File: config.mk
export PLATFORM = sky130hd
export DESIGN_NAME = led_bar_frame_controller_unit_flat
export DESIGN_NICKNAME = d
export VERILOG_FILES = /design/src/rtl/core/lbf_pkg.sv /design/src/rtl/core/lbf_if.sv /design/src/rtl/core/lbf_ctrl.sv /design/src/rtl/core/lbf_datapath.sv /design/src/rtl/core/led_bar_frame_controller_unit.sv /design/src/flat_wrapper.sv
export SDC_FILE = /design/constraint.sdc
export NUM_CORES = 1
export LEC_CHECK = 0
export ABC_AREA = 1
export BUFFER_PORTS_ARGS = -buffer_cell sky130_fd_sc_hd__buf_2
export CAP_MARGIN = 20
export CORE_ASPECT_RATIO = 0.6
export CORE_MARGIN = 4
export CORE_UTILIZATION = 30
export DETAILED_ROUTE_END_ITERATION = 12
export GPL_TIMING_DRIVEN = 0
export PLACE_DENSITY = 0.55
export REMOVE_ABC_BUFFERS = 1
export SYNTH_ARGS = -nofsm -noshare
export SYNTH_HDL_FRONTEND = slang
export SYNTH_SLANG_ARGS = --single-unit
File: constraint.sdc
create_clock -name clk -period 3.1 [get_ports clk]
set_clock_uncertainty 0.15 [all_clocks]
set_input_delay 0 -clock clk [delete_from_list [all_inputs] [get_ports clk]]
set_output_delay 0 -clock clk [all_outputs]
set_load 0.05 [all_outputs]
File: src/rtl/core/lbf_pkg.sv
// Shared types and constants of the LED bar frame controller.
`default_nettype none

package lbf_pkg;

	localparam int CMD_W    = 3;
	localparam int MASK_W   = 10;
	localparam int BRIGHT_W = 40;
	localparam int LEVEL_W  = 4;
	localparam int INTEN_W  = 2;
	localparam int DIR_W    = 2;
	localparam int WORD_W   = 10;
	localparam int BYTE_W   = 8;
	localparam int IN_BYTES = 5;

	typedef logic [BYTE_W-1:0] byte_t;

	localparam byte_t BYTE_FULL = 8'hFF;
	localparam byte_t BYTE_MED  = 8'hAA;
	localparam byte_t BYTE_DIM  = 8'h01;
	localparam byte_t BYTE_OFF  = 8'h00;
	localparam byte_t CMD_WORD  = 8'h00;
	localparam byte_t PAD_WORD  = 8'h00;

	localparam logic KIND_FRAME = 1'b0;
	localparam logic KIND_READ  = 1'b1;

	localparam logic [INTEN_W-1:0] INTEN_DIM  = 2'd1;
	localparam logic [INTEN_W-1:0] INTEN_MED  = 2'd2;
	localparam logic [INTEN_W-1:0] INTEN_FULL = 2'd3;

	localparam logic [DIR_W-1:0] DIR_FROM_FIRST = 2'd0;
	localparam logic [DIR_W-1:0] DIR_FROM_LAST  = 2'd1;

	typedef enum logic [CMD_W-1:0] {
		CMD_RESET      = 3'd0,
		CMD_WRITE_MASK = 3'd1,
		CMD_SET_BRIGHT = 3'd2,
		CMD_SET_LEVEL  = 3'd3,
		CMD_READ       = 3'd4
	} cmd_t;

	typedef enum logic {
		ST_IDLE,
		ST_FRAME
	} state_t;

	// Commands from the controller to the datapath.
	typedef struct packed {
		logic apply;
		logic clr_cnt;
		logic load_word;
		logic load_read;
	} ctrl_t;

	// Status from the datapath to the controller.
	typedef struct packed {
		logic out_free;
		logic cnt_last;
	} stat_t;

endpackage

`default_nettype wire

File: src/rtl/core/lbf_if.sv
// Handshake interfaces for the command and result channels.
`default_nettype none

interface lbf_in_if import lbf_pkg::*; ();
	logic                valid;
	logic                ready;
	logic [CMD_W-1:0]    cmd;
	logic [MASK_W-1:0]   led_mask;
	logic [BRIGHT_W-1:0] bright_low;
	logic [BRIGHT_W-1:0] bright_high;
	logic [LEVEL_W-1:0]  bar_level;
	logic [INTEN_W-1:0]  intensity;
	logic [DIR_W-1:0]    direction;

	modport source (
		output valid, cmd, led_mask, bright_low, bright_high, bar_level, intensity,
			direction,
		input  ready
	);
	modport sink (
		input  valid, cmd, led_mask, bright_low, bright_high, bar_level, intensity,
			direction,
		output ready
	);
endinterface

interface lbf_out_if import lbf_pkg::*; ();
	logic              valid;
	logic              ready;
	logic              kind;
	logic [WORD_W-1:0] word;
	logic              last;

	modport source (output valid, kind, word, last, input ready);
	modport sink (input valid, kind, word, last, output ready);
endinterface

`default_nettype wire

File: src/rtl/core/lbf_ctrl.sv
// Controller state machine: command acceptance and frame sequencing.
`default_nettype none

module lbf_ctrl import lbf_pkg::*; (
	input  wire logic             clk,
	input  wire logic             arst_n,
	input  wire logic             in_valid,
	input  wire logic [CMD_W-1:0] in_cmd,
	output logic                  in_ready,
	input  wire stat_t            stat,
	output ctrl_t                 ctrl
);

	state_t state_q;
	state_t state_nxt;
	logic   accept;

	assign in_ready = (state_q == ST_IDLE) && stat.out_free;
	assign accept   = in_valid && in_ready;

	always_ff @(posedge clk or negedge arst_n) begin
		if (!arst_n) begin
			state_q <= ST_IDLE;
		end else begin
			state_q <= state_nxt;
		end
	end

	always_comb begin
		state_nxt = state_q;
		case (state_q)
			ST_IDLE: begin
				if (accept) begin
					case (cmd_t'(in_cmd))
						CMD_RESET, CMD_WRITE_MASK, CMD_SET_BRIGHT, CMD_SET_LEVEL: begin
							state_nxt = ST_FRAME;
						end
						default: begin
							state_nxt = ST_IDLE;
						end
					endcase
				end
			end
			ST_FRAME: begin
				if (stat.out_free && stat.cnt_last) begin
					state_nxt = ST_IDLE;
				end
			end
			default: begin
				state_nxt = ST_IDLE;
			end
		endcase
	end

	always_comb begin
		ctrl = '0;
		case (state_q)
			ST_IDLE: begin
				if (accept) begin
					case (cmd_t'(in_cmd))
						CMD_RESET, CMD_WRITE_MASK, CMD_SET_BRIGHT, CMD_SET_LEVEL: begin
							ctrl.apply   = 1'b1;
							ctrl.clr_cnt = 1'b1;
						end
						CMD_READ: begin
							ctrl.load_read = 1'b1;
						end
						default: begin
							// Unused codes are taken and dropped.
							ctrl = '0;
						end
					endcase
				end
			end
			ST_FRAME: begin
				ctrl.load_word = stat.out_free;
			end
			default: begin
				ctrl = '0;
			end
		endcase
	end

endmodule

`default_nettype wire

File: src/rtl/core/lbf_datapath.sv
// Datapath: brightness store, frame word counter and output register.
`default_nettype none

module lbf_datapath import lbf_pkg::*; #(
	parameter int NUM_LEDS = 10
) (
	input  wire logic                clk,
	input  wire logic                arst_n,
	input  wire ctrl_t               ctrl,
	output stat_t                    stat,
	input  wire logic [CMD_W-1:0]    cmd,
	input  wire logic [MASK_W-1:0]   led_mask,
	input  wire logic [BRIGHT_W-1:0] bright_low,
	input  wire logic [BRIGHT_W-1:0] bright_high,
	input  wire logic [LEVEL_W-1:0]  bar_level,
	input  wire logic [INTEN_W-1:0]  intensity,
	input  wire logic [DIR_W-1:0]    direction,
	output logic                     out_valid,
	input  wire logic                out_ready,
	output logic                     out_kind,
	output logic [WORD_W-1:0]        out_word,
	output logic                     out_last
);

	localparam int CW        = $clog2(NUM_LEDS + 3);
	localparam int LEVEL_CAP = (NUM_LEDS < 15) ? NUM_LEDS : 15;

	byte_t               bright_q [NUM_LEDS];
	byte_t               bright_nxt [NUM_LEDS];
	logic [CW-1:0]       cnt_q;
	logic                out_valid_q;
	logic                out_kind_q;
	logic [WORD_W-1:0]   out_word_q;
	logic                out_last_q;
	logic [LEVEL_W-1:0]  lvl_sat;
	byte_t               level_byte;
	byte_t               frame_byte;
	logic [WORD_W-1:0]   read_map;

	assign lvl_sat = (bar_level > LEVEL_W'(LEVEL_CAP)) ? LEVEL_W'(LEVEL_CAP) : bar_level;

	always_comb begin
		case (intensity)
			INTEN_DIM:  level_byte = BYTE_DIM;
			INTEN_MED:  level_byte = BYTE_MED;
			INTEN_FULL: level_byte = BYTE_FULL;
			default:    level_byte = BYTE_OFF;
		endcase
	end

	// New brightness of every LED for the command being applied.
	for (genvar g = 0; g < NUM_LEDS; g++) begin : g_led
		logic  en;
		byte_t in_byte;
		logic  lit;

		if (g < IN_BYTES) begin : g_low
			assign en      = led_mask[g];
			assign in_byte = bright_low[BYTE_W*g +: BYTE_W];
		end else if (g < 2 * IN_BYTES) begin : g_high
			assign en      = led_mask[g];
			assign in_byte = bright_high[BYTE_W*(g-IN_BYTES) +: BYTE_W];
		end else begin : g_none
			assign en      = 1'b0;
			assign in_byte = BYTE_OFF;
		end

		always_comb begin
			if (direction == DIR_FROM_FIRST) begin
				lit = g < int'(lvl_sat);
			end else if (direction == DIR_FROM_LAST) begin
				lit = g >= NUM_LEDS - int'(lvl_sat);
			end else begin
				lit = 1'b0;
			end
		end

		always_comb begin
			bright_nxt[g] = BYTE_OFF;
			case (cmd_t'(cmd))
				CMD_WRITE_MASK: if (en) bright_nxt[g] = BYTE_FULL;
				CMD_SET_BRIGHT: if (en) bright_nxt[g] = in_byte;
				CMD_SET_LEVEL:  if (lit) bright_nxt[g] = level_byte;
				default:        bright_nxt[g] = BYTE_OFF;
			endcase
		end
	end

	// Bitmap of lit LEDs; only the first WORD_W LEDs are reported.
	for (genvar g = 0; g < WORD_W; g++) begin : g_map
		if (g < NUM_LEDS) begin : g_on
			assign read_map[g] = |bright_q[g];
		end else begin : g_off
			assign read_map[g] = 1'b0;
		end
	end

	// Word 0 is the command word, then one byte per LED, then the pad words.
	always_comb begin
		frame_byte = PAD_WORD;
		if (cnt_q == '0) begin
			frame_byte = CMD_WORD;
		end
		for (int i = 0; i < NUM_LEDS; i++) begin
			if (cnt_q == CW'(i + 1)) begin
				frame_byte = bright_q[i];
			end
		end
	end

	always_ff @(posedge clk or negedge arst_n) begin
		if (!arst_n) begin
			for (int i = 0; i < NUM_LEDS; i++) begin
				bright_q[i] <= BYTE_OFF;
			end
		end else if (ctrl.apply) begin
			bright_q <= bright_nxt;
		end
	end

	always_ff @(posedge clk or negedge arst_n) begin
		if (!arst_n) begin
			cnt_q       <= '0;
			out_valid_q <= 1'b0;
		end else begin
			if (ctrl.clr_cnt) begin
				cnt_q <= '0;
			end else if (ctrl.load_word) begin
				cnt_q <= cnt_q + CW'(1);
			end
			if (ctrl.load_word || ctrl.load_read) begin
				out_valid_q <= 1'b1;
			end else if (out_ready) begin
				out_valid_q <= 1'b0;
			end
		end
	end

	always_ff @(posedge clk) begin
		if (ctrl.load_word) begin
			out_kind_q <= KIND_FRAME;
			out_word_q <= {{(WORD_W - BYTE_W){1'b0}}, frame_byte};
			out_last_q <= stat.cnt_last;
		end else if (ctrl.load_read) begin
			out_kind_q <= KIND_READ;
			out_word_q <= read_map;
			out_last_q <= 1'b1;
		end
	end

	assign stat.out_free = !out_valid_q || out_ready;
	assign stat.cnt_last = (cnt_q == CW'(NUM_LEDS + 2));

	assign out_valid = out_valid_q;
	assign out_kind  = out_kind_q;
	assign out_word  = out_word_q;
	assign out_last  = out_last_q;

endmodule

`default_nettype wire

File: src/rtl/core/led_bar_frame_controller_unit.sv
// Top level of the LED bar frame controller.
// The block keeps one brightness byte per LED and answers each command item on req. Reset,
// write mask, set brightness and set level update the store in the cycle the item is taken
// and then send a frame of NUM_LEDS+3 words on rsp, one word per cycle while rsp is ready:
// a zero command word, the LED bytes from LED 0 upward, and two zero pad words, the last
// one flagged with last, and takes no new item until the frame is sent. The word counter
// walks the frame through the single output register. A read item returns one word with
// the bitmap of lit LEDs; command codes five to seven are taken and produce nothing.
`default_nettype none

module led_bar_frame_controller_unit import lbf_pkg::*; #(
	parameter int NUM_LEDS = 10
) (
	input  wire logic  clk,
	input  wire logic  arst_n,
	lbf_in_if.sink     req,
	lbf_out_if.source  rsp
);

	ctrl_t ctrl;
	stat_t stat;

	lbf_ctrl u_ctrl (
		.clk      (clk),
		.arst_n   (arst_n),
		.in_valid (req.valid),
		.in_cmd   (req.cmd),
		.in_ready (req.ready),
		.stat     (stat),
		.ctrl     (ctrl)
	);

	lbf_datapath #(
		.NUM_LEDS (NUM_LEDS)
	) u_datapath (
		.clk         (clk),
		.arst_n      (arst_n),
		.ctrl        (ctrl),
		.stat        (stat),
		.cmd         (req.cmd),
		.led_mask    (req.led_mask),
		.bright_low  (req.bright_low),
		.bright_high (req.bright_high),
		.bar_level   (req.bar_level),
		.intensity   (req.intensity),
		.direction   (req.direction),
		.out_valid   (rsp.valid),
		.out_ready   (rsp.ready),
		.out_kind    (rsp.kind),
		.out_word    (rsp.word),
		.out_last    (rsp.last)
	);

endmodule

`default_nettype wire

File: src/flat_wrapper.sv
// flat-port wrapper written by rule: the top's interface ports become plain ports
module led_bar_frame_controller_unit_flat import lbf_pkg::*;
#(
	parameter int NUM_LEDS = 10
)
  (clk, arst_n, req_valid, req_cmd, req_led_mask, req_bright_low, req_bright_high, req_bar_level, req_intensity, req_direction, req_ready, rsp_valid, rsp_kind, rsp_word, rsp_last, rsp_ready);
  lbf_in_if req_i ();
  lbf_out_if rsp_i ();
  input  wire logic clk;
  input  wire logic arst_n;
  input wire logic [$bits(req_i.valid)-1:0] req_valid;
  input wire logic [$bits(req_i.cmd)-1:0] req_cmd;
  input wire logic [$bits(req_i.led_mask)-1:0] req_led_mask;
  input wire logic [$bits(req_i.bright_low)-1:0] req_bright_low;
  input wire logic [$bits(req_i.bright_high)-1:0] req_bright_high;
  input wire logic [$bits(req_i.bar_level)-1:0] req_bar_level;
  input wire logic [$bits(req_i.intensity)-1:0] req_intensity;
  input wire logic [$bits(req_i.direction)-1:0] req_direction;
  output wire logic [$bits(req_i.ready)-1:0] req_ready;
  output wire logic [$bits(rsp_i.valid)-1:0] rsp_valid;
  output wire logic [$bits(rsp_i.kind)-1:0] rsp_kind;
  output wire logic [$bits(rsp_i.word)-1:0] rsp_word;
  output wire logic [$bits(rsp_i.last)-1:0] rsp_last;
  input wire logic [$bits(rsp_i.ready)-1:0] rsp_ready;
  assign req_i.valid = req_valid;
  assign req_i.cmd = req_cmd;
  assign req_i.led_mask = req_led_mask;
  assign req_i.bright_low = req_bright_low;
  assign req_i.bright_high = req_bright_high;
  assign req_i.bar_level = req_bar_level;
  assign req_i.intensity = req_intensity;
  assign req_i.direction = req_direction;
  assign req_ready = req_i.ready;
  assign rsp_valid = rsp_i.valid;
  assign rsp_kind = rsp_i.kind;
  assign rsp_word = rsp_i.word;
  assign rsp_last = rsp_i.last;
  assign rsp_i.ready = rsp_ready;
  led_bar_frame_controller_unit #(.NUM_LEDS(NUM_LEDS)) u_core (.clk(clk), .arst_n(arst_n), .req(req_i), .rsp(rsp_i));
endmodule
**Yosys cells after proc, flatten, opt, wreduce, memory -nomap -nowiden**

Index checks and enable logic that the tools add are counted.

- Reduce and logical (&&, ||, !) cells: 22
- Add/sub/neg operators: 2
- Order comparisons: 21
- Equality and inequality tests: 19
- Shift operators: 0
- Multipliers: 0
- Divide/modulo/power cells: 0
- Bitwise operators: 1
- Mux-type cells: 90

Operators with widths:

| operator | count |
|---|---|
| 8-bit 2-to-1 mux | 42 |
| 8-bit case mux with 3 select lines | 11 |
| 8-bit OR reduction | 10 |
| 1-bit 2-to-1 mux | 29 |
| 4-bit by 5-bit greater-or-equal comparator with 1-bit output (first input constant) | 4 |
| 4-bit by 3-bit == test with 1-bit output (second input constant) | 4 |
| 4-bit == test (second input constant) | 4 |
| 3-bit by 4-bit < comparator with 1-bit output (first input constant) | 4 |
| 4-bit 2-to-1 mux | 4 |
| 3-bit by 5-bit greater-or-equal comparator with 1-bit output (first input constant) | 2 |
| 5-bit greater-or-equal comparator (first input constant) | 2 |
| 4-bit by 2-bit == test with 1-bit output (second input constant) | 2 |
| 1-bit by 4-bit < comparator with 1-bit output (first input constant) | 2 |
| 2-bit by 4-bit < comparator with 1-bit output (first input constant) | 2 |
| 4-bit < comparator (first input constant) | 2 |
| 3-bit by 2-bit == test with 1-bit output (second input constant) | 2 |
| 2-bit nonzero test | 3 |
| 1-bit by 5-bit greater-or-equal comparator with 1-bit output (first input constant) | 1 |
| 2-bit by 5-bit greater-or-equal comparator with 1-bit output (first input constant) | 1 |
| 4-bit by 4-bit subtractor with 5-bit output (first input constant) | 1 |
| 4-bit by 1-bit adder with 4-bit output (second input constant) | 1 |
| 2-bit by 1-bit == test with 1-bit output (second input constant) | 2 |
| 2-bit == test (second input constant) | 2 |
| 4-bit by 1-bit == test with 1-bit output (second input constant) | 1 |
| other kinds (12) | 17 |

- Register bits: 98
- Memory bits (writable): 0
- Memory bits (read-only): 0
- Bits of input ports: 105
- Output and inout bits: 14
- Memories kept: 0
- Latch bits: 0

**Depth between registers and ports, before layout**

Gate-level depths: netlist of run 1.

- Depth after elaboration: 12
- Mapped depth: 22
- Depth with buffers taken out: 22

**By module**

Synthesis of run 1 repeated with hierarchy kept, for this count alone.

- Cells, all modules: 977
- Area total of the unflattened synthesis: 6381.1 sq um

By module, submodules not included:

| module | area each (sq um) | cells an instance | sequential area each (sq um) | times used |
|---|---|---|---|---|
| lbf_datapath | 6287.3 | 960 | 2457.4 | 1 |
| lbf_ctrl | 93.8 | 17 | 25.0 | 1 |

**Worst setup path after synthesis of run 1**

OpenSTA, ideal clock, no wires.

- Kind: register to register
- From: reg u_core.u_datapath.out_valid_q, in the netlist u_core.u_datapath.out_valid
- To: reg u_core.u_datapath.out_last_q, in the netlist u_core.u_datapath.out_last, enable pin
- Arrival: 2.030 ns
- Slack: 0.586 ns
- Setup time: 0.334 ns
- Path buffers: 0
- Cell stages (with the launch flop): 8
- Cell sequence: dfrtp_1 nand2_1 inv_2 nor2_2 nand2_1 nor4_4 inv_1 nand2_1

- Longest elaborated chain between the ends: 7
- Elaborated cells on any way between the ends: 8
- Those cells by class: 3 x mux; 5 x reduce/logical

RTL lines:

| what | RTL line | RTL |
|---|---|---|
| start: declaration | lbf_datapath.sv:31 | `logic out_valid_q;` |
| start signal: assignment | lbf_datapath.sv:124 | `out_valid_q <= 1'b0;` |
| start signal: assignment | lbf_datapath.sv:132 | `out_valid_q <= 1'b1;` |
| start signal: assignment | lbf_datapath.sv:134 | `out_valid_q <= 1'b0;` |
| 1-bit logical NOT | lbf_datapath.sv:151 | `assign stat.out_free = !out_valid_q \|\| out_ready;` |
| 1-bit logical OR | lbf_datapath.sv:151 |  |
| 1-bit logical AND | lbf_ctrl.sv:18 | `assign in_ready = (state_q == ST_IDLE) && stat.out_free;` |
| via req_ready | flat_wrapper.sv:19 | `output wire logic [$bits(req_i.ready)-1:0] req_ready;` |
| 1-bit logical AND | lbf_ctrl.sv:19 | `assign accept = in_valid && in_ready;` |
| 4-bit 2-to-1 mux | lbf_ctrl.sv:59 | `if (accept) begin` |
| 1-bit 2-to-1 mux | lbf_ctrl.sv:57 | `case (state_q)` |
| 2-bit nonzero test (no source line) | -- |  |
| end signal: assignment | lbf_datapath.sv:143 | `out_last_q <= stat.cnt_last;` |
| end: declaration | lbf_datapath.sv:34 | `logic out_last_q;` |

The timed path passes the listed nets, and every way through them passes these cells.
A chain may end at the register's enable or synchronous reset.

**Worst setup path in the final report of run 1**

- From: in req_bar_level[1]
- To: reg u_core.u_datapath.bright_q[77] (netlist bit)

- Longest elaborated chain between the ends: 8
- Elaborated cells on any way between the ends: 9
- Those cells by class: 1 x add/sub; 3 x order compare; 5 x mux

RTL lines:

| what | RTL line | RTL |
|---|---|---|
| start: declaration | flat_wrapper.sv:16 | `input wire logic [$bits(req_i.bar_level)-1:0] req_bar_level;` |
| 4-bit > comparator | lbf_datapath.sv:40 | `assign lvl_sat = (bar_level > LEVEL_W'(LEVEL_CAP)) ? LEVEL_W'(LEVEL_CAP) : bar_level;` |
| 4-bit 2-to-1 mux (*) | lbf_datapath.sv:40 |  |
| 4-bit by 4-bit subtractor with 5-bit output | lbf_datapath.sv:72 | `lit = g >= NUM_LEDS - int'(lvl_sat);` |
| 1-bit by 5-bit greater-or-equal comparator with 1-bit output | lbf_datapath.sv:72 |  |
| 1-bit 2-to-1 mux | lbf_datapath.sv:71 | `end else if (direction == DIR_FROM_LAST) begin` |
| 1-bit 2-to-1 mux (*) | lbf_datapath.sv:69 | `if (direction == DIR_FROM_FIRST) begin` |
| 8-bit 2-to-1 mux (*) | lbf_datapath.sv:83 | `CMD_SET_LEVEL: if (lit) bright_nxt[g] = level_byte;` |
| 8-bit case mux with 3 select lines (*) | lbf_datapath.sv:80 | `case (cmd_t'(cmd))` |
| end signal: assignment | lbf_datapath.sv:117 | `bright_q <= bright_nxt;` |
| end: declaration | lbf_datapath.sv:28 | `byte_t bright_q [NUM_LEDS];` |

Every way passes the cells marked *; elsewhere a longest branch is shown, timed or not.

==> results of run 1 <==
path summary, 6_finish.rpt:
path / end / slack [ns] / cells past startpoint / startpoint
setup / recovery: u_core.u_datapath.bright_q[77] / 0.27 / 21 / req_bar_level[1]
hold / removal: u_core.u_datapath.bright_q[76] / 0.007 / 7 / req_led_mask[0]
setup reg to reg: u_core.u_datapath.out_word[6] / 0.42 / 8 / u_core.u_datapath.out_valid
hold reg to reg: u_core.u_datapath.bright_q[22] / 0.34 / 2 / u_core.u_datapath.bright_q[22]
max in group asynchronous: u_core.u_datapath.bright_q[19] / 2.10 / 3 / arst_n
min in group asynchronous: u_core.u_datapath.bright_q[70] / 0.03 / 2 / arst_n
per-layer routing:
| metal | part of all wire | vias up |
|---|---|---|
| met1 | 0.53 | 3199 |
| met4 | 0.016 | 0 |
| met2 | 0.37 | 262 |
| li1 | - | 3524 |
| met5 | 0 | - |
| met3 | 0.079 | 21 |
metrics by stage:
step                      area [sq um]  setup TNS (ns)
after floorplan                   6270          -31.64
after global placement            7210          -54.43
after detailed placement          7310               0
after CTS                         8950               0
after global routing              8960               0
final                             8960               0
worst register-to-register path, cell delays in order, from the launching register on:
cell and delay (ns):
dfrtp_1 0.37, nand2_1 0.09, inv_2 0.05, nor2_2 0.12, nand2_1 0.16, nor4_4 0.16
dlygate4sd3_1 0.74, inv_1 0.12, nand2_1 0.36
power by group:
group	internal (mW)	switching [mW]
combinational	0.819	1.65
sequential	1.83	0.312
clock	0.654	0.530
layout make-up:
type	instances	area, sq um
flip-flops and latches	98	2480
well taps	279	349
fillers	2202	12100
repair buffers	255	2020
inverters	126	478
multi-input cells	692	3320
clock buffers	11	243
clock inverters	5	63.8
cells in the final DEF, fill, tap and decap left out, drive strengths merged, types with 2 or more instances in the layout:
cell	n
nand2	363
ha	9
clkinv	5
nor3	5
nor2	47
dfxtp	3
a31oi	8
a211oi	2
dlygate4sd3	133
clkbuf	11
a21oi	46
o211ai	2
edfxtp	9
o21ai	103
nor4	12
nand4	21
nand3	71
inv	124
dfrtp	86
buf	122
kinds of logic after synthesis:
group	count (synthesis)
adders and majority gates	9
and+or+nand+nor	519
DFF	98
AOI/OAI and AO/OA	164
buffers and inverters	155
what timing repair did:
item / 4_1_cts / 5_1_grt
hold buffers: 133 / 0
gates resized for setup: 0 / 2
endpoints found under the setup margin: 0 / 13
endpoints found under the hold margin: 171 / 0
state kept, by name, indices dropped and copies added, names as in the netlist:
signal and cells:
u_core.u_datapath.out_word 10, u_core.u_datapath.bright_q 80, u_core.u_datapath.out_kind 1, u_core.u_datapath.cnt_q 4
u_core.u_ctrl.state_q 1, u_core.u_datapath.out_valid 1, u_core.u_datapath.out_last 1
==> flow_metrics.py, run 1 <==
metrics = {
    "sta": {
        "worstMarginPinSlew_ns": 0.814,
        "max-slew-margin-rel": 0.456,
        "fin_ws_ns": 0.266,
        "setup_viol": 0,
        "rsz0062_at_grt": "false",
        "period_minus_slack_ns": 2.83,
        "hold_violations": 0,
        "maxSlewViolCount": 0,
        "holdWs_ns": 0.00711,
        "max_freq_mhz": 353,
        "period_share": 0.914,
    },
    "logic_synthesis": {
        "synth_top_family_by_area": "simple AND/OR/NAND/NOR gates",
        "synth_flop_cell": "dfrtp_1",
        "synth.avg_cell_area_sq_um": 6.80,
        "synth_compound_area_frac": 0.142,
        "muxShareOfSynthArea": 0,
        "synthXorXnorAreaFrac": 0,
        "synthTopCellsByArea": "dfrtp_1 (34%), nand2_1 (21%), inv_1 (6.4%)",
        "yosysUniqueCellTypes": 39,
        "synth_seq_cells": 98,
        "synth.most_common_cell": "nand2_1",
        "synthArstFlopShare": 0.878,
        "yosysTopAreaCell": "dfrtp_1",
        "synth-warning-count": 0,
        "netlist_area_sq_mm": 0.00642,
        "synthCells": 945,
        "synth_edf_count": 9,
        "synthAdderAreaFrac": 0.0175,
        "yosysTopAreaCellShare": 0.335,
        "synth-simple-area-share": 0.357,
        "synth-seq-area-share": 0.386,
        "netlist_top_cells_count": "nand2_1 (351), inv_1 (110), dfrtp_1 (86), nand3_1 (68), o21ai_0 (61)",
    },
    "clock_network": {
        "cts.sinks": 98,
        "post_cts_buffers": 0,
        "clk_path_buf_depth": 2,
        "root_buffer": "clkbuf_16",
        "tritoncts": "done",
        "clock_latency_ns": 0.36,
        "clkTransAtPathRegs_ns": 0.07,
        "cts_buffers": 9,
        "ctsHtreeMaxLevel": 3,
    },
    "critical_path": {
        "cp_slowest_cell": "dlygate4sd3_1",
        "arrival_ns": 2.93,
        "crit_top_cell": "nand2_1",
        "required_ns": 3.20,
        "worst-setup-path-type": "in -> reg",
        "crit_chain": "buf_2, nand2_1, nand2_1, nand2_1, inv_1, nor2_2, inv_1, ha_1, nand3_1, nand2_4, nand3_1, inv_1, ha_1, nand4_1, nand3_1, nand3_2, nand3_2, nand3_1, dlygate4sd3_1, nand2_1, nand2_1",
        "timing.critical_path.buf_inv": 5,
        "worstSetupStartpointType": "input port",
        "crit_family": "simple AND/OR/NAND/NOR gates",
        "slowest_delay_ns": 0.57,
        "cp_max_fo": 6,
        "setup.worst_path.end_class": "flip-flop",
    },
    "detailed_routing": {
        "drt-wirelength-per-cell_um": 15.8,
        "drtPass1Iterations": 5,
        "drc": 0,
        "wl_um": 23100,
        "ant_nets": 0,
        "drt-vias-per-instance": 4.78,
        "drtIter0Drc": 626,
        "vias": 7006,
    },
    "die": {
        "rows": 41,
        "fp.dieW_um": 197,
        "start_util": 0.305,
        "coreArea_sq_mm": 0.0210,
        "die_y_um": 121,
        "ios": 119,
        "fp.dieArea_sq_mm": 0.0239,
    },
    "global_route": {
        "grt_pass1_wl_um": 36500,
        "met1_usage": 0.318,
        "grt_pass1_vias": 6660,
        "antenna_found_initial": 0,
        "grt_use_met2": 0.265,
        "grt.met3_usage": 0.0386,
        "grt_overflow": 0,
        "grt_max_degree": 55,
        "grt_usage": 0.197,
        "busiest_layer": "met1",
    },
    "cells_and_area": {
        "fin_util": 0.426,
        "fin_cells": 1466,
        "area_growth_pct": 39.4,
        "antennaDiodeCount": 0,
        "drive_gt1_frac": 0.172,
        "final_nets": 1296,
    },
    "worst_hold_path": {
        "hold_class": "in -> reg",
    },
    "power": {
        "ir_drop_uv": 442,
        "p_total_mw": 5.79,
        "powerDensity_mw_per_mm2": 647,
        "leakagePower_nw": 4.46,
    },
    "outcome": {
        "run_status": "complete, no violations",
    },
    "place": {
        "io_buffers": 118,
        "gp_congestion": 0.892,
        "dp_hpwl_um": 17000,
        "pre_cts_slack_ns": 0.363,
        "place_inst": 1317,
    },
    "run": {
        "max_cap_viol_count": 0,
    },
}
No activity file was read; power rests on OpenSTA's default activity.
==> inputs of run 2 (changes only) <==
Settings changed: CORE_ASPECT_RATIO 0.6 to 0.5.
==> flow_metrics.py, run 2 (same netlist as run 1, synthesis figures left out) <==
metrics = {
    "outcome": {
        "violations": "hold timing",
        "run_status": "finished, violations left",
    },
    "sta": {
        "worstMarginPinSlew_ns": 0.737,
        "maxSlewViolCount": 0,
        "period_share": 0.887,
        "holdWs_ns": -0.0111,
        "hold_violations": 5,
        "period_minus_slack_ns": 2.75,
        "max_freq_mhz": 363,
        "finalSetupTns_ns": 0,
        "setup_viol": 0,
        "rsz0062_at_grt": "false",
        "fin_ws_ns": 0.349,
        "max-slew-margin-rel": 0.508,
    },
    "global_route": {
        "grt_usage": 0.177,
        "grt_pass1_vias": 6660,
        "grt_max_degree": 55,
        "grt_overflow": 0,
        "grt_pass1_wl_um": 34200,
        "antenna_found_initial": 0,
    },
    "clock_network": {
        "cts_buffers": 9,
        "cts.sinks": 98,
        "clkTransAtPathRegs_ns": 0.07,
        "clock_latency_ns": 0.35,
        "ctsHtreeMaxLevel": 3,
        "post_cts_buffers": 0,
        "tritoncts": "done",
        "clk_path_buf_depth": 2,
        "root_buffer": "clkbuf_16",
    },
    "detailed_routing": {
        "drt-wirelength-per-cell_um": 14.8,
        "wl_um": 21400,
        "ant_nets": 0,
        "drtIter0Drc": 557,
        "vias": 6825,
        "drt-vias-per-instance": 4.73,
        "drtPass1Iterations": 5,
        "drc": 0,
    },
    "cells_and_area": {
        "n_fill_cell": 2166,
        "area_growth_pct": 36.3,
        "fin_cells": 1443,
        "antennaDiodeCount": 0,
        "stdcell_area_sq_mm": 0.00876,
        "regMostFlops": "u_core.u_datapath.bright_q",
        "final_nets": 1279,
        "largest_reg_flops": 80,
        "drive_gt1_frac": 0.175,
        "layout_commonest_cell": "nand2_1",
        "fin_util": 0.421,
        "final_cell_mix": "nand2_1 (351), buf_2 (117), dlygate4sd3_1 (116)",
    },
    "critical_path": {
        "r2r-start": "u_core.u_datapath.out_valid",
        "worst-setup-path-type": "reg -> reg",
        "required_ns": 2.93,
        "timing.reg2reg.setup_slack_ns": 0.35,
        "r2r_end": "u_core.u_datapath.out_word[7]",
        "setup.worst_path.end_class": "flip-flop",
        "cp_max_fo": 9,
        "crit_start": "u_core.u_datapath.out_valid",
        "r2r_cells": 8,
        "arrival_ns": 2.58,
        "worstSetupStartpointType": "flip-flop",
    },
    "place": {
        "io_buffers": 118,
        "pre_cts_slack_ns": 0.433,
        "postPlaceCellArea_sq_mm": 0.00730,
        "place_inst": 1311,
        "gp_congestion": 0.901,
        "dp_hpwl_um": 16000,
    },
    "die": {
        "coreArea_sq_mm": 0.0208,
        "rows": 37,
        "die_y_um": 111,
        "start_util": 0.309,
        "fp.dieArea_sq_mm": 0.0240,
        "ios": 119,
        "fp.dieW_um": 215,
    },
    "worst_hold_path": {
        "hold_class": "in -> async",
    },
    "power": {
        "p_total_mw": 5.67,
        "leakagePower_nw": 4.40,
        "powerDensity_mw_per_mm2": 647,
        "ir_drop_uv": 340,
    },
    "run": {
        "max_cap_viol_count": 0,
    },
}
-- run 2: timing repair --
action / in CTS / in global routing
gates resized for setup: 0 / 2
endpoints found under the setup margin: 0 / 2
hold buffers: 116 / 0
hold endpoints to repair: 171 / 0
-- run 2: area by class of cell --
cell class	count	area (sq um)	share of cell area
clock buffer	9	225	0.0257
tap	273	342	0.0390
clock inverter	7	60.1	0.00686
sequential	98	2480	0.283
inverter	126	478	0.0546
timing repair buffer	238	1850	0.211
multi-input combinational	692	3320	0.379
-- run 2: worst max-delay path by stage --
stage,to,slack (ns),cells after the start
CTS,u_core.u_datapath.bright_q[74],0.16,10
global placement,u_core.u_datapath.cnt_q[1],-1.02,10
floorplan,u_core.u_datapath.cnt_q[1],-0.78,10
finish,u_core.u_datapath.out_word[7],0.35,8
detailed placement,u_core.u_datapath.cnt_q[1],0.43,12
global route,u_core.u_datapath.bright_q[77],0.06,21
-- run 2: worst max-delay path, stage by stage (launching register included) --
cell	delay [ns]
dfrtp_1	0.38
nand2_1	0.08
inv_2	0.04
nor2_2	0.11
nand2_1	0.15
nor4_4	0.28
dlygate4sd3_1	0.73
inv_1	0.09
nand2_1	0.39
-- run 2: report_power, final --
part / switching, mW / internal, mW / total, mW
Clock: 0.532 / 0.560 / 1.09
Sequential: 0.311 / 1.83 / 2.14
Combinational: 1.62 / 0.817 / 2.44
-- run 2: routing by layer --
metal  vias up  global-route usage  part of all wire
met2       147               0.282              0.44
li1       3483                   -                 -
met5         -                   0                 0
met1      3177               0.257              0.50
met3        18              0.0270             0.045
met4         0              0.0315             0.010
==> inputs of run 3 (changes only) <==
Settings changed: ABC_AREA 1 to not set, GPL_TIMING_DRIVEN 0 to not set, PLACE_DENSITY 0.55 to 0.56.
Clock period 3.1 ns to 3.3 ns, I/O delays scaled along.
==> flow_metrics.py, run 3 <==
metrics = {
    "sta": {
        "max_freq_mhz": 343,
        "holdWs_ns": 0.0153,
        "hold_violations": 0,
        "rsz0062_at_grt": "false",
        "period_share": 0.884,
        "maxSlewViolCount": 0,
        "setup_viol": 0,
        "worstMarginPinSlew_ns": 0.923,
        "period_minus_slack_ns": 2.92,
        "finalSetupTns_ns": 0,
        "max-slew-margin-rel": 0.383,
        "fin_ws_ns": 0.382,
    },
    "global_route": {
        "grt_usage": 0.198,
        "grt_pass1_vias": 6360,
        "grt_max_degree": 52,
        "grt_overflow": 0,
        "grt_pass1_wl_um": 35500,
        "antenna_found_initial": 0,
    },
    "cells_and_area": {
        "multiInputGateArea_sq_mm": 0.00319,
        "regMostFlops": "u_core.u_datapath.bright_q",
        "fin_util": 0.426,
        "n_fill_cell": 2014,
        "antennaDiodeCount": 0,
        "layout_commonest_cell": "dlygate4sd3_1",
        "final_cell_mix": "dlygate4sd3_1 (118), buf_2 (117), dfrtp_1 (86)",
        "drive_gt1_frac": 0.206,
        "area_growth_pct": 38.2,
        "final_nets": 1027,
        "largest_reg_flops": 80,
        "register_area_sq_mm": 0.00248,
    },
    "logic_synthesis": {
        "synthCells": 696,
        "yosysTopAreaCellShare": 0.356,
        "synth-seq-area-share": 0.411,
        "synth.avg_cell_area_sq_um": 8.69,
        "synth.most_common_cell": "dfrtp_1",
        "synth_edf_count": 9,
        "netlist_top_cells_count": "dfrtp_1 (86), a21oi_1 (75), nor2_1 (72), nand2_1 (71), a31oi_1 (42)",
        "yosysTopAreaCell": "dfrtp_1",
        "synth_flop_cell": "dfrtp_1",
        "netlist_area_sq_mm": 0.00605,
        "yosysUniqueCellTypes": 69,
        "synthArstFlopShare": 0.878,
        "synth_seq_cells": 98,
        "synth-warning-count": 0,
        "synthTopCellsByArea": "dfrtp_1 (36%), a21oi_1 (6.2%), edfxtp_1 (4.5%)",
    },
    "clock_network": {
        "root_buffer": "clkbuf_16",
        "ctsHtreeMaxLevel": 3,
        "clock_latency_ns": 0.34,
        "cts_buffers": 9,
        "cts.sinks": 98,
        "tritoncts": "done",
        "post_cts_resized": 0,
        "clkTransAtPathRegs_ns": 0.07,
        "clk_path_buf_depth": 2,
    },
    "detailed_routing": {
        "drc": 0,
        "drt-vias-per-instance": 5.38,
        "wl_um": 22300,
        "vias": 6367,
        "drtPass1Iterations": 5,
        "ant_nets": 0,
        "drt-wirelength-per-cell_um": 18.8,
        "drtIter0Drc": 644,
    },
    "critical_path": {
        "worst-setup-path-type": "in -> reg",
        "required_ns": 3.38,
        "worstSetupStartpointType": "input port",
        "arrival_ns": 2.99,
        "cp_max_fo": 11,
        "setup.worst_path.end_class": "flip-flop",
    },
    "place": {
        "pre_cts_slack_ns": 0.0128,
        "gp_congestion": 0.888,
        "dp_hpwl_um": 16300,
        "io_buffers": 118,
    },
    "die": {
        "coreArea_sq_mm": 0.0196,
        "die_y_um": 108,
        "fp.dieArea_sq_mm": 0.0226,
        "start_util": 0.308,
        "ios": 119,
        "rows": 36,
        "fp.dieW_um": 209,
    },
    "worst_hold_path": {
        "hold_class": "in -> reg",
    },
    "run": {
        "max_cap_viol_count": 0,
    },
    "power": {
        "powerDensity_mw_per_mm2": 720,
        "leakagePower_nw": 3.52,
        "ir_drop_uv": 300,
        "p_total_mw": 6.02,
    },
    "outcome": {
        "run_status": "complete, no violations",
    },
}
==> run 3: cell type report <==
| type | count | area share |
|---|---|---|
| multi-input combinational | 522 | 0.381 |
| sequential | 98 | 0.297 |
| timing repair buffer | 261 | 0.235 |
| tap | 266 | 0.0398 |
| clock buffer | 12 | 0.0320 |
| inverter | 21 | 0.00943 |
| clock inverter | 3 | 0.00554 |
==> run 3: cells by family (layout without fill, tap and decap cells) <==
family | count (synthesis) | count (layout) | share of synthesized area
compound gates | 250 | 250 | 0.277
xor+xnor | 4 | 4 | 0.00580
fa+ha+maj | 9 | 9 | 0.0186
buf+inv | 76 | 297 | 0.0637
flops | 98 | 98 | 0.411
mux | 8 | 8 | 0.0149
simple gates | 251 | 251 | 0.210
==> run 3: path summary, 6_finish.rpt <==
check / from / endpoint / slack, ns / cells after the start
max in group asynchronous: arst_n / u_core.u_datapath.bright_q[53] / 2.19 / 3
max: req_bar_level[1] / u_core.u_datapath.bright_q[67] / 0.38 / 11
min reg2reg: u_core.u_datapath.out_kind / u_core.u_datapath.out_kind / 0.31 / 2
max reg2reg: u_core.u_datapath.out_valid / u_core.u_datapath.bright_q[4] / 0.40 / 6
min in group asynchronous: arst_n / u_core.u_datapath.bright_q[41] / 0.07 / 2
min: req_led_mask[4] / u_core.u_datapath.bright_q[41] / 0.02 / 4
==> run 3: metrics by stage <==
stage,cells,instance area (sq um)
floorplan,641,5740
global placement,1050,6860
detailed placement,1050,6860
CTS,1183,8360
global route,1183,8360
finish,1183,8360
==> run 3: critical path, stage by stage <==
cell	delay, ns
buf_2	0.16
o21ai_0	0.31
and2_2	0.25
ha_1	0.34
nor2_1	0.15
and2_2	0.21
o21ai_0	0.36
a211oi_1	0.14
a21oi_1	0.33
a31oi_1	0.15
dlygate4sd3_1	0.59
==> run 3: timing repair <==
item                      CTS  global route
buffers inserted            0             0
hold buffers              118             0
hold endpoints to repair  131             0
==> run 3: per-layer routing <==
layer / share of wire / vias up / GRT usage
li1: - / 3027 / -
met5: 0 / - / 0
met3: 0.053 / 19 / 0.0267
met1: 0.47 / 3137 / 0.282
met4: 0.0089 / 0 / 0.0326
met2: 0.46 / 184 / 0.328
==> run 3: where the power goes <==
group          switching (mW)  internal [mW]  total [mW]  leakage (nW)
registers               0.527           1.78        2.31          1.17
logic                    1.49           1.10        2.58          2.20
clock network           0.472          0.655        1.13         0.150
